<file path="config.mk">
export PLATFORM = sky130hd
export DESIGN_NAME = ip_address_text_classifier_unit
export DESIGN_NICKNAME = d
export VERILOG_FILES = /design/src/hdl/iatc_pkg.sv /design/src/hdl/iatc_front.sv /design/src/hdl/iatc_queue.sv /design/src/hdl/iatc_back.sv /design/src/hdl/ip_address_text_classifier_unit.sv
export SDC_FILE = /design/constraint.sdc
export NUM_CORES = 1
export LEC_CHECK = 0
export ABC_AREA = 1
export BUFFER_PORTS_ARGS = -buffer_cell sky130_fd_sc_hd__buf_4
export CAP_MARGIN = 20
export CORE_MARGIN = 4
export CORE_UTILIZATION = 59
export DETAILED_ROUTE_END_ITERATION = 12
export GPL_TIMING_DRIVEN = 1
export PLACE_DENSITY = 0.81
export SLEW_MARGIN = 30
export SYNTH_ARGS = -nofsm -noshare
export SYNTH_HDL_FRONTEND = slang
export SYNTH_HIERARCHICAL = 1
export SYNTH_SLANG_ARGS = --single-unit
</file>
<file path="constraint.sdc">
create_clock -name clk -period 6.01 [get_ports clk]
set_input_delay 0.601 -clock clk [delete_from_list [all_inputs] [get_ports clk]]
set_output_delay 0.601 -clock clk [all_outputs]
set_load 0.02 [all_outputs]
</file>
<file path="src/hdl/iatc_pkg.sv">
// Shared types and constants for the IP address text classifier.
package iatc_pkg;

	// Default depth of the queue between the classifying front and the tracking back.
	localparam int unsigned QUEUE_DEPTH_DEFAULT = 4;

	// Width of the input character and of the padded result word.
	localparam int unsigned CHAR_W = 8;
	localparam int unsigned TDATA_OUT_W = 8;

	// Tracker limits.
	localparam int unsigned V4_GROUPS = 4;
	localparam int unsigned V6_GROUPS = 8;
	localparam int unsigned V4_MAX_DIGITS = 3;
	localparam int unsigned V6_MAX_DIGITS = 4;
	localparam int unsigned V4_LIMIT = 256;

	// Separator characters.
	localparam logic [CHAR_W-1:0] CHAR_DOT = 8'h2E;
	localparam logic [CHAR_W-1:0] CHAR_COLON = 8'h3A;

	// Result codes.
	typedef enum logic [1:0] {
		KIND_V4      = 2'd0,
		KIND_V6      = 2'd1,
		KIND_NEITHER = 2'd2
	} kind_t;

	// One classified character as it travels from the front to the back.
	typedef struct packed {
		logic       last;
		logic       is_dot;
		logic       is_colon;
		logic       is_digit;
		logic       is_hex;
		logic [3:0] digit;
	} item_t;

endpackage

</file>
<file path="src/hdl/iatc_front.sv">
// Front part: accepts characters and classifies them into a registered item.
module iatc_front (
	input  logic               clk,
	input  logic               arst_n,
	input  logic               in_valid,
	output logic               in_ready,
	input  logic [7:0]         in_char,
	input  logic               in_last,
	output logic               out_valid,
	input  logic               out_ready,
	output iatc_pkg::item_t    out_item
);

	logic            valid_s1;
	iatc_pkg::item_t item_s1;
	iatc_pkg::item_t item_c;
	logic            is_dec;
	logic            is_lower;
	logic            is_upper;

	always_comb begin
		is_dec   = (in_char >= 8'h30) && (in_char <= 8'h39);
		is_lower = (in_char >= 8'h61) && (in_char <= 8'h66);
		is_upper = (in_char >= 8'h41) && (in_char <= 8'h46);
		item_c.last     = in_last;
		item_c.is_dot   = (in_char == iatc_pkg::CHAR_DOT);
		item_c.is_colon = (in_char == iatc_pkg::CHAR_COLON);
		item_c.is_digit = is_dec;
		item_c.is_hex   = is_dec || is_lower || is_upper;
		item_c.digit    = in_char[3:0];
	end

	assign in_ready  = !valid_s1 || out_ready;
	assign out_valid = valid_s1;
	assign out_item  = item_s1;

	always_ff @(posedge clk or negedge arst_n) begin
		if (!arst_n) begin
			valid_s1 <= 1'b0;
		end else if (in_ready) begin
			valid_s1 <= in_valid;
		end
	end

	always_ff @(posedge clk) begin
		if (in_ready && in_valid) begin
			item_s1 <= item_c;
		end
	end

endmodule

</file>
<file path="src/hdl/iatc_queue.sv">
// Short first-in first-out queue of classified items between front and back.
module iatc_queue #(
	parameter int unsigned DEPTH = iatc_pkg::QUEUE_DEPTH_DEFAULT
) (
	input  logic            clk,
	input  logic            arst_n,
	input  logic            push_valid,
	output logic            push_ready,
	input  iatc_pkg::item_t push_item,
	output logic            pop_valid,
	input  logic            pop_ready,
	output iatc_pkg::item_t pop_item
);

	localparam int unsigned PTR_W = (DEPTH > 1) ? $clog2(DEPTH) : 1;
	localparam int unsigned CNT_W = $clog2(DEPTH + 1);

	iatc_pkg::item_t  entries_q [DEPTH];
	logic [PTR_W-1:0] wr_ptr_q;
	logic [PTR_W-1:0] rd_ptr_q;
	logic [CNT_W-1:0] count_q;
	logic             push;
	logic             pop;

	assign push_ready = (count_q != CNT_W'(DEPTH));
	assign pop_valid  = (count_q != '0);
	assign pop_item   = entries_q[rd_ptr_q];
	assign push       = push_valid && push_ready;
	assign pop        = pop_valid && pop_ready;

	always_ff @(posedge clk or negedge arst_n) begin
		if (!arst_n) begin
			wr_ptr_q <= '0;
			rd_ptr_q <= '0;
			count_q  <= '0;
		end else begin
			if (push) begin
				wr_ptr_q <= (wr_ptr_q == PTR_W'(DEPTH - 1)) ? '0 : wr_ptr_q + 1'b1;
			end
			if (pop) begin
				rd_ptr_q <= (rd_ptr_q == PTR_W'(DEPTH - 1)) ? '0 : rd_ptr_q + 1'b1;
			end
			if (push && !pop) begin
				count_q <= count_q + 1'b1;
			end else if (pop && !push) begin
				count_q <= count_q - 1'b1;
			end
		end
	end

	always_ff @(posedge clk) begin
		if (push) begin
			entries_q[wr_ptr_q] <= push_item;
		end
	end

endmodule

</file>
<file path="src/hdl/iatc_back.sv">
// Back part: runs the IPv4 and IPv6 trackers and holds the result register.
module iatc_back (
	input  logic                 clk,
	input  logic                 arst_n,
	input  logic                 in_valid,
	output logic                 in_ready,
	input  iatc_pkg::item_t      in_item,
	output logic                 out_valid,
	input  logic                 out_ready,
	output iatc_pkg::kind_t      out_kind
);

	logic [2:0]      v4_groups_q;
	logic [2:0]      v4_digits_q;
	logic [9:0]      v4_value_q;
	logic            v4_lz_q;
	logic            v4_broken_q;
	logic [3:0]      v6_groups_q;
	logic [2:0]      v6_digits_q;
	logic            v6_broken_q;
	logic            out_valid_q;
	iatc_pkg::kind_t out_kind_q;

	logic [2:0]      v4_groups_d;
	logic [2:0]      v4_digits_d;
	logic [9:0]      v4_value_d;
	logic            v4_lz_d;
	logic            v4_broken_d;
	logic [3:0]      v6_groups_d;
	logic [2:0]      v6_digits_d;
	logic            v6_broken_d;
	logic            v4_bad_end;
	logic            v6_bad_end;
	logic [2:0]      v4_groups_end;
	logic [3:0]      v6_groups_end;
	iatc_pkg::kind_t kind_d;
	logic            slot_free;
	logic            take;

	assign slot_free = !out_valid_q || out_ready;
	assign in_ready  = !in_item.last || slot_free;
	assign take      = in_valid && in_ready;
	assign out_valid = out_valid_q;
	assign out_kind  = out_kind_q;

	always_comb begin
		v4_groups_d = v4_groups_q;
		v4_digits_d = v4_digits_q;
		v4_value_d  = v4_value_q;
		v4_lz_d     = v4_lz_q;
		v4_broken_d = v4_broken_q;
		v6_groups_d = v6_groups_q;
		v6_digits_d = v6_digits_q;
		v6_broken_d = v6_broken_q;

		// IPv4 tracker: a dot closes the open group, a digit extends it.
		if (in_item.is_dot) begin
			if ((v4_digits_q == 3'd0) || (v4_digits_q > 3'(iatc_pkg::V4_MAX_DIGITS)) ||
			    (v4_value_q >= 10'(iatc_pkg::V4_LIMIT)) ||
			    (v4_lz_q && (v4_digits_q > 3'd1))) begin
				v4_broken_d = 1'b1;
			end
			v4_groups_d = (v4_groups_q == 3'd7) ? v4_groups_q : v4_groups_q + 3'd1;
			v4_digits_d = 3'd0;
			v4_value_d  = 10'd0;
			v4_lz_d     = 1'b0;
		end else if (in_item.is_digit) begin
			if ((v4_digits_q == 3'd0) && (in_item.digit == 4'd0)) begin
				v4_lz_d = 1'b1;
			end
			if (v4_digits_q < 3'(iatc_pkg::V4_MAX_DIGITS)) begin
				v4_value_d = {v4_value_q[6:0], 3'b000} + {v4_value_q[8:0], 1'b0} +
				             {6'd0, in_item.digit};
			end
			v4_digits_d = (v4_digits_q == 3'd7) ? v4_digits_q : v4_digits_q + 3'd1;
		end else begin
			v4_broken_d = 1'b1;
		end

		// IPv6 tracker: a colon closes the open group, a hex digit extends it.
		if (in_item.is_colon) begin
			if ((v6_digits_q == 3'd0) || (v6_digits_q > 3'(iatc_pkg::V6_MAX_DIGITS))) begin
				v6_broken_d = 1'b1;
			end
			v6_groups_d = (v6_groups_q == 4'd15) ? v6_groups_q : v6_groups_q + 4'd1;
			v6_digits_d = 3'd0;
		end else if (in_item.is_hex) begin
			v6_digits_d = (v6_digits_q == 3'd7) ? v6_digits_q : v6_digits_q + 3'd1;
		end else begin
			v6_broken_d = 1'b1;
		end

		// The end of the string closes both open groups once more.
		v4_bad_end = v4_broken_d || (v4_digits_d == 3'd0) ||
		             (v4_digits_d > 3'(iatc_pkg::V4_MAX_DIGITS)) ||
		             (v4_value_d >= 10'(iatc_pkg::V4_LIMIT)) ||
		             (v4_lz_d && (v4_digits_d > 3'd1));
		v6_bad_end = v6_broken_d || (v6_digits_d == 3'd0) ||
		             (v6_digits_d > 3'(iatc_pkg::V6_MAX_DIGITS));
		v4_groups_end = (v4_groups_d == 3'd7) ? v4_groups_d : v4_groups_d + 3'd1;
		v6_groups_end = (v6_groups_d == 4'd15) ? v6_groups_d : v6_groups_d + 4'd1;

		if (!v4_bad_end && (v4_groups_end == 3'(iatc_pkg::V4_GROUPS))) begin
			kind_d = iatc_pkg::KIND_V4;
		end else if (!v6_bad_end && (v6_groups_end == 4'(iatc_pkg::V6_GROUPS))) begin
			kind_d = iatc_pkg::KIND_V6;
		end else begin
			kind_d = iatc_pkg::KIND_NEITHER;
		end
	end

	always_ff @(posedge clk or negedge arst_n) begin
		if (!arst_n) begin
			v4_groups_q <= '0;
			v4_digits_q <= '0;
			v4_value_q  <= '0;
			v4_lz_q     <= 1'b0;
			v4_broken_q <= 1'b0;
			v6_groups_q <= '0;
			v6_digits_q <= '0;
			v6_broken_q <= 1'b0;
			out_valid_q <= 1'b0;
		end else begin
			if (take && in_item.last) begin
				v4_groups_q <= '0;
				v4_digits_q <= '0;
				v4_value_q  <= '0;
				v4_lz_q     <= 1'b0;
				v4_broken_q <= 1'b0;
				v6_groups_q <= '0;
				v6_digits_q <= '0;
				v6_broken_q <= 1'b0;
			end else if (take) begin
				v4_groups_q <= v4_groups_d;
				v4_digits_q <= v4_digits_d;
				v4_value_q  <= v4_value_d;
				v4_lz_q     <= v4_lz_d;
				v4_broken_q <= v4_broken_d;
				v6_groups_q <= v6_groups_d;
				v6_digits_q <= v6_digits_d;
				v6_broken_q <= v6_broken_d;
			end
			if (take && in_item.last) begin
				out_valid_q <= 1'b1;
			end else if (out_ready) begin
				out_valid_q <= 1'b0;
			end
		end
	end

	always_ff @(posedge clk) begin
		if (take && in_item.last) begin
			out_kind_q <= kind_d;
		end
	end

endmodule

</file>
<file path="src/hdl/ip_address_text_classifier_unit.sv">
// Top level of the IP address text classifier: front, queue and back joined together.
// Path: each character is registered in the front stage, then in a queue entry, and then
// updates the trackers; the last character of a string writes its verdict into the result
// register. Throughput: one character per cycle while no last character waits for the
// result register to be collected. Reset: arst_n low clears the front stage, the queue pointers,
// the trackers and the result valid flag at once; payload registers keep whatever they held.
module ip_address_text_classifier_unit #(
	parameter int unsigned QUEUE_DEPTH = iatc_pkg::QUEUE_DEPTH_DEFAULT
) (
	input  logic                          clk,
	input  logic                          arst_n,
	// Input stream: one character per transaction.
	input  logic                          s_axis_tvalid,
	output logic                          s_axis_tready,
	input  logic [iatc_pkg::CHAR_W-1:0]   s_axis_tdata,   // [7:0] char_code
	input  logic                          s_axis_tlast,   // last_char
	// Result stream: one transaction per string, after its last character.
	output logic                          m_axis_tvalid,
	input  logic                          m_axis_tready,
	output logic [iatc_pkg::TDATA_OUT_W-1:0] m_axis_tdata // [1:0] address_kind, [7:2] zero
);

	// The front classifies each character (dot, colon, decimal digit, hex digit) and registers
	// it; the queue lets the front keep taking characters while the back waits on a result
	// that has not yet been collected.
	logic            front_valid;
	logic            front_ready;
	iatc_pkg::item_t front_item;
	logic            back_valid;
	logic            back_ready;
	iatc_pkg::item_t back_item;
	iatc_pkg::kind_t kind;

	iatc_front u_front (
		.clk       (clk),
		.arst_n    (arst_n),
		.in_valid  (s_axis_tvalid),
		.in_ready  (s_axis_tready),
		.in_char   (s_axis_tdata),
		.in_last   (s_axis_tlast),
		.out_valid (front_valid),
		.out_ready (front_ready),
		.out_item  (front_item)
	);

	iatc_queue #(
		.DEPTH (QUEUE_DEPTH)
	) u_queue (
		.clk        (clk),
		.arst_n     (arst_n),
		.push_valid (front_valid),
		.push_ready (front_ready),
		.push_item  (front_item),
		.pop_valid  (back_valid),
		.pop_ready  (back_ready),
		.pop_item   (back_item)
	);

	// The back updates both trackers for every character; on the last one it closes the open
	// groups, writes the verdict into the result register and clears its state. Only a
	// last character waits for a free result register, so other characters never stall.
	iatc_back u_back (
		.clk       (clk),
		.arst_n    (arst_n),
		.in_valid  (back_valid),
		.in_ready  (back_ready),
		.in_item   (back_item),
		.out_valid (m_axis_tvalid),
		.out_ready (m_axis_tready),
		.out_kind  (kind)
	);

	assign m_axis_tdata = {6'd0, kind};

endmodule
</file>
### Word-level counts from Yosys, hierarchy flattened

Memory sizes are Yosys's and may differ from the RTL's.
Cells that the tools add are included.
W data, S select, Z words.

| cells by class | value |
|---|---|
| $add $sub $neg | 12 |
| multiply operators | 0 |
| divide/modulo/power cells | 0 |
| magnitude comparators | 15 |
| eq/ne operators | 13 |
| shift-type cells | 0 |
| multiplexer cells | 49 |
| bitwise gates (word level) | 0 |
| reductions and logical operators | 45 |

Operators with widths:

| operator | number |
|---|---|
| $mux W3 | 17 |
| $mux W10 | 5 |
| $ge A10 B9 Y1 const B | 2 |
| $mux W4 | 5 |
| $mux W1 | 19 |
| $eq A8 B6 Y1 const B | 2 |
| $ge A8 B7 Y1 const B | 2 |
| $le A8 B7 Y1 const B | 2 |
| $add A3 B1 Y3 const B | 5 |
| $eq A3 B3 Y1 const B | 5 |
| $logic_or A1 B1 Y1 | 15 |
| $logic_and A1 B1 Y1 | 14 |
| $eq A4 B4 Y1 const B | 3 |
| $logic_not A3 Y1 | 4 |
| $add A10 B10 Y10 | 1 |
| $add A10 B4 Y10 | 1 |
| $add A4 B1 Y4 const B | 2 |
| $ge A8 B6 Y1 const B | 1 |
| $le A8 B6 Y1 const B | 1 |
| $logic_not A1 Y1 | 7 |
| $gt A3 B1 Y1 const B | 2 |
| $gt A3 B2 Y1 const B | 2 |
| $gt A3 B3 Y1 const B | 2 |
| $mux W2 | 3 |
| other kinds (8) | 12 |

| storage, ports and cells | value |
|---|---|
| register bits after elaboration | 46 |
| latch bits | 0 |
| RAM bits | 36 |
| memory bits (read-only) | 0 |
| input port bits | 13 |
| output and inout bits | 10 |
| memories | 1 |

Memory list:

| name | words | width | read ports | clocked after memory_dff | wr ports | line | RTL |
|---|---|---|---|---|---|---|---|
| u_queue.entries_q | 4 | 9 | 1 | 0 | 1 | iatc_queue.sv:18 | `iatc_pkg::item_t entries_q [DEPTH];` |

### Logic depth before layout (Yosys ltp)

| depth | value |
|---|---|
| depth in word-level cells | 12 |
| mapped depth | 19 |
| depth with buffers taken out | 18 |

### By module

Netlist, hierarchy kept.

Modules (own cells, without submodules):

| module | times used | cells an instance | area an instance (um^2) | sequential area each (um^2) |
|---|---|---|---|---|
| iatc_back | 1 | 312 | 2242.2 | 735.7 |
| iatc_queue | 1 | 163 | 1983.2 | 1256.2 |
| iatc_front | 1 | 41 | 431.7 | 295.3 |
| ip_address_text_classifier_unit | 1 | 7 | 48.8 | 0.0 |

### Least setup slack after synthesis

No wires, ideal clock.

| path | value |
|---|---|
| kind | register to register |
| start | reg u_queue.rd_ptr_q[0] |
| end | reg u_back.out_kind_q[0] (netlist: u_back/out_kind[0]), data pin |
| setup time | 0.249 ns |
| arrival time | 2.472 ns |
| slack | 3.289 ns |
| stages on the path, launching flop included | 18 |
| cells stage by stage | dfrtp_1 -> buf_6 -> buf_12 -> nand2_2 -> o211ai_2 -> nand2_1 -> inv_1 -> fa_1 -> inv_1 -> fa_1 -> nand2_1 -> nand3_1 -> nand2_1 -> nand3_1 -> nand2_1 -> nand4_1 -> nand2_1 -> inv_1 |

RTL lines:

| element | line | RTL |
|---|---|---|
| from (decl) | iatc_queue.sv:20 | `logic [PTR_W-1:0] rd_ptr_q;` |
| from (signal assigned) | iatc_queue.sv:41 | `rd_ptr_q <= (rd_ptr_q == PTR_W'(DEPTH - 1)) ? '0 : rd_ptr_q + 1'b1;` |
| to (signal assigned) | iatc_back.sv:153 | `out_kind_q <= kind_d;` |
| to (decl) | iatc_back.sv:22 | `iatc_pkg::kind_t out_kind_q;` |

==> impl_metrics.py <==
metrics = {
    "power": {
        "swShare": 0.4538,
        "p_int_w": 0.001409,
        "worst_ir_drop_vdd_mv": 0.3075,
        "power_frac_comb": 0.509,
        "power.share.sequential": 0.337,
        "p_clk_frac": 0.154,
        "p_per_area_mw_per_mm2": 510.8,
        "leakagePower_nw": 2.439,
        "p_switching_w": 0.001170,
    },
    "global_routing": {
        "track_usage": 0.1940,
        "grt_antenna_before_repair": 0,
        "grt_start_max_net_pins": 40,
        "grt_pass1_vias": 3474,
        "grt_remaining_overflow": 0,
        "grt_pass1_wl_mm": 15.07,
    },
    "yosys": {
        "async_reset_ff_frac": 0.4268,
        "syn_area_per_cell_um2": 8.998,
        "synthFlopType": "edfxtp_1",
        "synth_edf_count": 47,
        "ys_types": 38,
        "synth_area_mm2": 0.004706,
        "ys_seq_area_frac": 0.4860,
        "ys_ff_latch": 82,
        "ys_warn_count": 6,
        "synthCells": 523,
    },
    "run": {
        "drv_cap": 0,
    },
    "clock_network": {
        "cts.sinks": 82,
        "post-cts-setup-buffers": 0,
        "cts_root_buf": "clkbuf_8",
        "cts_buffer_depth": 2,
        "insertion_delay_ps": 350,
        "clkTransAtPathRegs_ps": 80,
        "hold_buffers": 0,
        "cts_tree": "built",
        "cts_resized": 0,
        "cts-buffers-inserted": 9,
        "h-tree-depth": 3,
    },
    "drt": {
        "routed_wirelength_mm": 8.436,
        "dr.pass1.iters": 5,
        "ant_nets": 0,
        "viasPerCell": 5.292,
        "wire_per_inst_um": 13.02,
        "drc": 0,
        "first_iter_violations": 175,
        "vias": 3429,
    },
    "finish": {
        "antennaDiodeCount": 0,
        "fillers": 627,
        "final_cell_mix": "124 x nand2_1, 83 x inv_1, 47 x edfxtp_1",
        "drive_gt1_frac": 0.1355,
        "area_growth_pct": 7.285,
        "nets": 586,
        "final_common_cell": "nand2_1",
    },
    "setup_path": {
        "cp_num_buf_inv": 4,
        "worstSetupPathType": "flop to flop",
        "critPathSlowestCell": "dfrtp_1",
        "path_cells": "inv_2 -> o211ai_2 -> nand2_1 -> inv_1 -> fa_1 -> inv_1 -> fa_1 -> nand2_1 -> nand3_1 -> nand2_1 -> nand3_1 -> nand2_1 -> nand4_1 -> nand2_1 -> inv_1",
        "cp_data_arrival_time_ps": 3120,
        "endpoint_kind": "flop",
        "cpPeakStageDelay_ps": 550,
        "cp_common_cell": "nand2_1",
        "cp-start-kind": "flop",
        "crit_family": "adder cells",
        "crit_required_ps": 6120,
        "cp_max_fo": 12,
    },
    "timing": {
        "finalSetupTns_ps": 0,
        "rsz0062_at_grt": "no",
        "layout_min_cycle_time_ps": 3004,
        "setup_viol": 0,
        "layout_setup_ws_ps": 3006,
        "max_freq_mhz": 332.9,
        "fin_hold_ws_ps": 202.2,
        "hold_viol": 0,
        "worst_pin_slew_ps": 881.9,
        "fin_crit_sh": 0.4998,
        "slew-limit-headroom": 0.4099,
        "skew_ps": 12.16,
        "slew_violations": 0,
    },
    "placement": {
        "place_worst_setup_slack_ps": 3025,
        "io_buffers": 16,
        "place_congestion": 0.9233,
        "dp_hpwl_mm": 6.324,
    },
    "hold_path": {
        "hold_class": "input pin to asynchronous set/reset pin",
    },
    "outcome": {
        "status": "complete, no violations",
    },
    "die": {
        "start_util": 0.6090,
        "core_region_area_mm2": 0.007727,
        "die_w_um": 97.31,
        "dieArea_mm2": 0.009468,
        "dieHeight_um": 97.31,
        "ios": 23,
        "rows": 32,
    },
}
[final cells by class]
class                           count  area, um2  area share
Timing Repair Buffer               17      127.6     0.02528
Clock buffer                       10      127.6     0.02528
Inverter                           93      349.1     0.06915
Clock inverter                      6      65.06     0.01289
Multi-Input combinational cell    338       1964      0.3891
Sequential cell                    82       2287      0.4530
Tap cell                          102      127.6     0.02528
[flip-flops by register name, indices dropped and copies added (netlist names)]
signal              flops
u_queue/count_q         3
u_back/v6_groups_q      4
u_queue/rd_ptr_q        2
u_back/out_valid        1
u_back/v6_digits_q      3
u_queue/wr_ptr_q        2
u_queue/entries_q      36
u_back/v6_broken_q      1
u_back/v4_groups_q      3
u_back/v4_value_q      10
u_back/v4_lz_q          1
u_back/v4_digits_q      3
u_back/out_kind         2
u_front/out_valid       1
u_front/out_item        9
u_back/v4_broken_q      1
[worst paths after layout]
path / cells past startpoint / slack (ps) / to / startpoint
max: 15 / 3010 / u_back/out_kind[0]$_SDFFCE_PP0P_ / u_queue/rd_ptr_q[1]$_DFFE_PN0P_
min: 1 / 200 / u_back/v6_groups_q[2]$_DFFE_PN0P_ / arst_n
max in group asynchronous: 1 / 5480 / u_queue/rd_ptr_q[1]$_DFFE_PN0P_ / arst_n
min reg2reg: 1 / 490 / u_back/v4_broken_q$_DFFE_PN0P_ / u_back/v4_broken_q$_DFFE_PN0P_
max reg2reg: 15 / 3010 / u_back/out_kind[0]$_SDFFCE_PP0P_ / u_queue/rd_ptr_q[1]$_DFFE_PN0P_
min in group clk: 1 / 430 / u_front/out_item[8]$_DFFE_PP_ / s_axis_tlast
[power groups by stage]
stage,sequential (W),combinational (W),clock (W)
finish,0.000869,0.00131,0.000397
global route,0.000890,0.00151,0.000431
CTS,0.000870,0.00131,0.000403
detailed placement,0.000882,0.00131,0
global placement,0.000874,0.00125,0
floorplan,0.000856,0.00108,0
[per-stage QoR]
step           std cells  instance area, um2  power, W  utilization
2_1_floorplan        528                4725  0.001932            -
5_1_grt              648                5049  0.002835       0.6533
3_5_place_dp         632                4856  0.002191       0.6284
3_3_place_gp         632                4856  0.002119       0.6284
6_report             648                5049  0.002579       0.6533
4_1_cts              648                5049  0.002586       0.6533
[cell usage after synthesis, types with 2 or more instances]
master    number  area [um2]
nor2_1        39       146.4
xor2_1         5       43.79
nand3_2        2       20.02
a21oi_1       14       70.07
nand2_1      124       465.5
o22ai_1       11       68.82
edfxtp_1      47        1411
a31oi_1        3       18.77
nand4_1        3       18.77
inv_1         83       311.6
o21ai_1        2       10.01
buf_2          5       25.02
o211ai_1       9       67.56
nor2_2         2       12.51
dfrtp_1       35       875.8
o211ai_2      10       125.1
nand2_2       14       87.58
nor3_1         4       20.02
xnor2_1        2       17.52
o21ai_0       16       80.08
inv_2         10       37.54
buf_4          7       52.55
fa_1           3       60.06
ha_1          29       362.9
nand3_1       28       140.1
nand3b_1       4       30.03
[routing by layer]
metal / track usage / up-vias / share of wire
met4: 0.07029 / 0 / 0.014
met3: 0.04235 / 14 / 0.041
li1: - / 1732 / -
met1: 0.2301 / 1610 / 0.44
met5: 0 / - / 0
met2: 0.3461 / 73 / 0.51
[cells by family (layout without fill, tap and decap cells)]
family | Yosys count | after routing | share of synthesized area
other | 1 | 6 | 0.0007969
buffers and inverters | 108 | 126 | 0.1005
DFF | 82 | 82 | 0.4860
xor gates and xnor gates | 7 | 7 | 0.01303
adders and majority gates | 32 | 32 | 0.08987
AOI/OAI and AO/OA | 70 | 70 | 0.1050
and+or+nand+nor | 223 | 223 | 0.2047
[worst reg2reg max path, cell delays in order (launching register included)]
cell	delay [ps]
dfrtp_1	550
inv_2	280
o211ai_2	120
nand2_1	70
inv_1	60
fa_1	530
inv_1	70
fa_1	480
nand2_1	110
nand3_1	70
nand2_1	60
nand3_1	60
nand2_1	80
nand4_1	110
nand2_1	80
inv_1	30
Note: power is estimated with default switching activity, not from simulation.
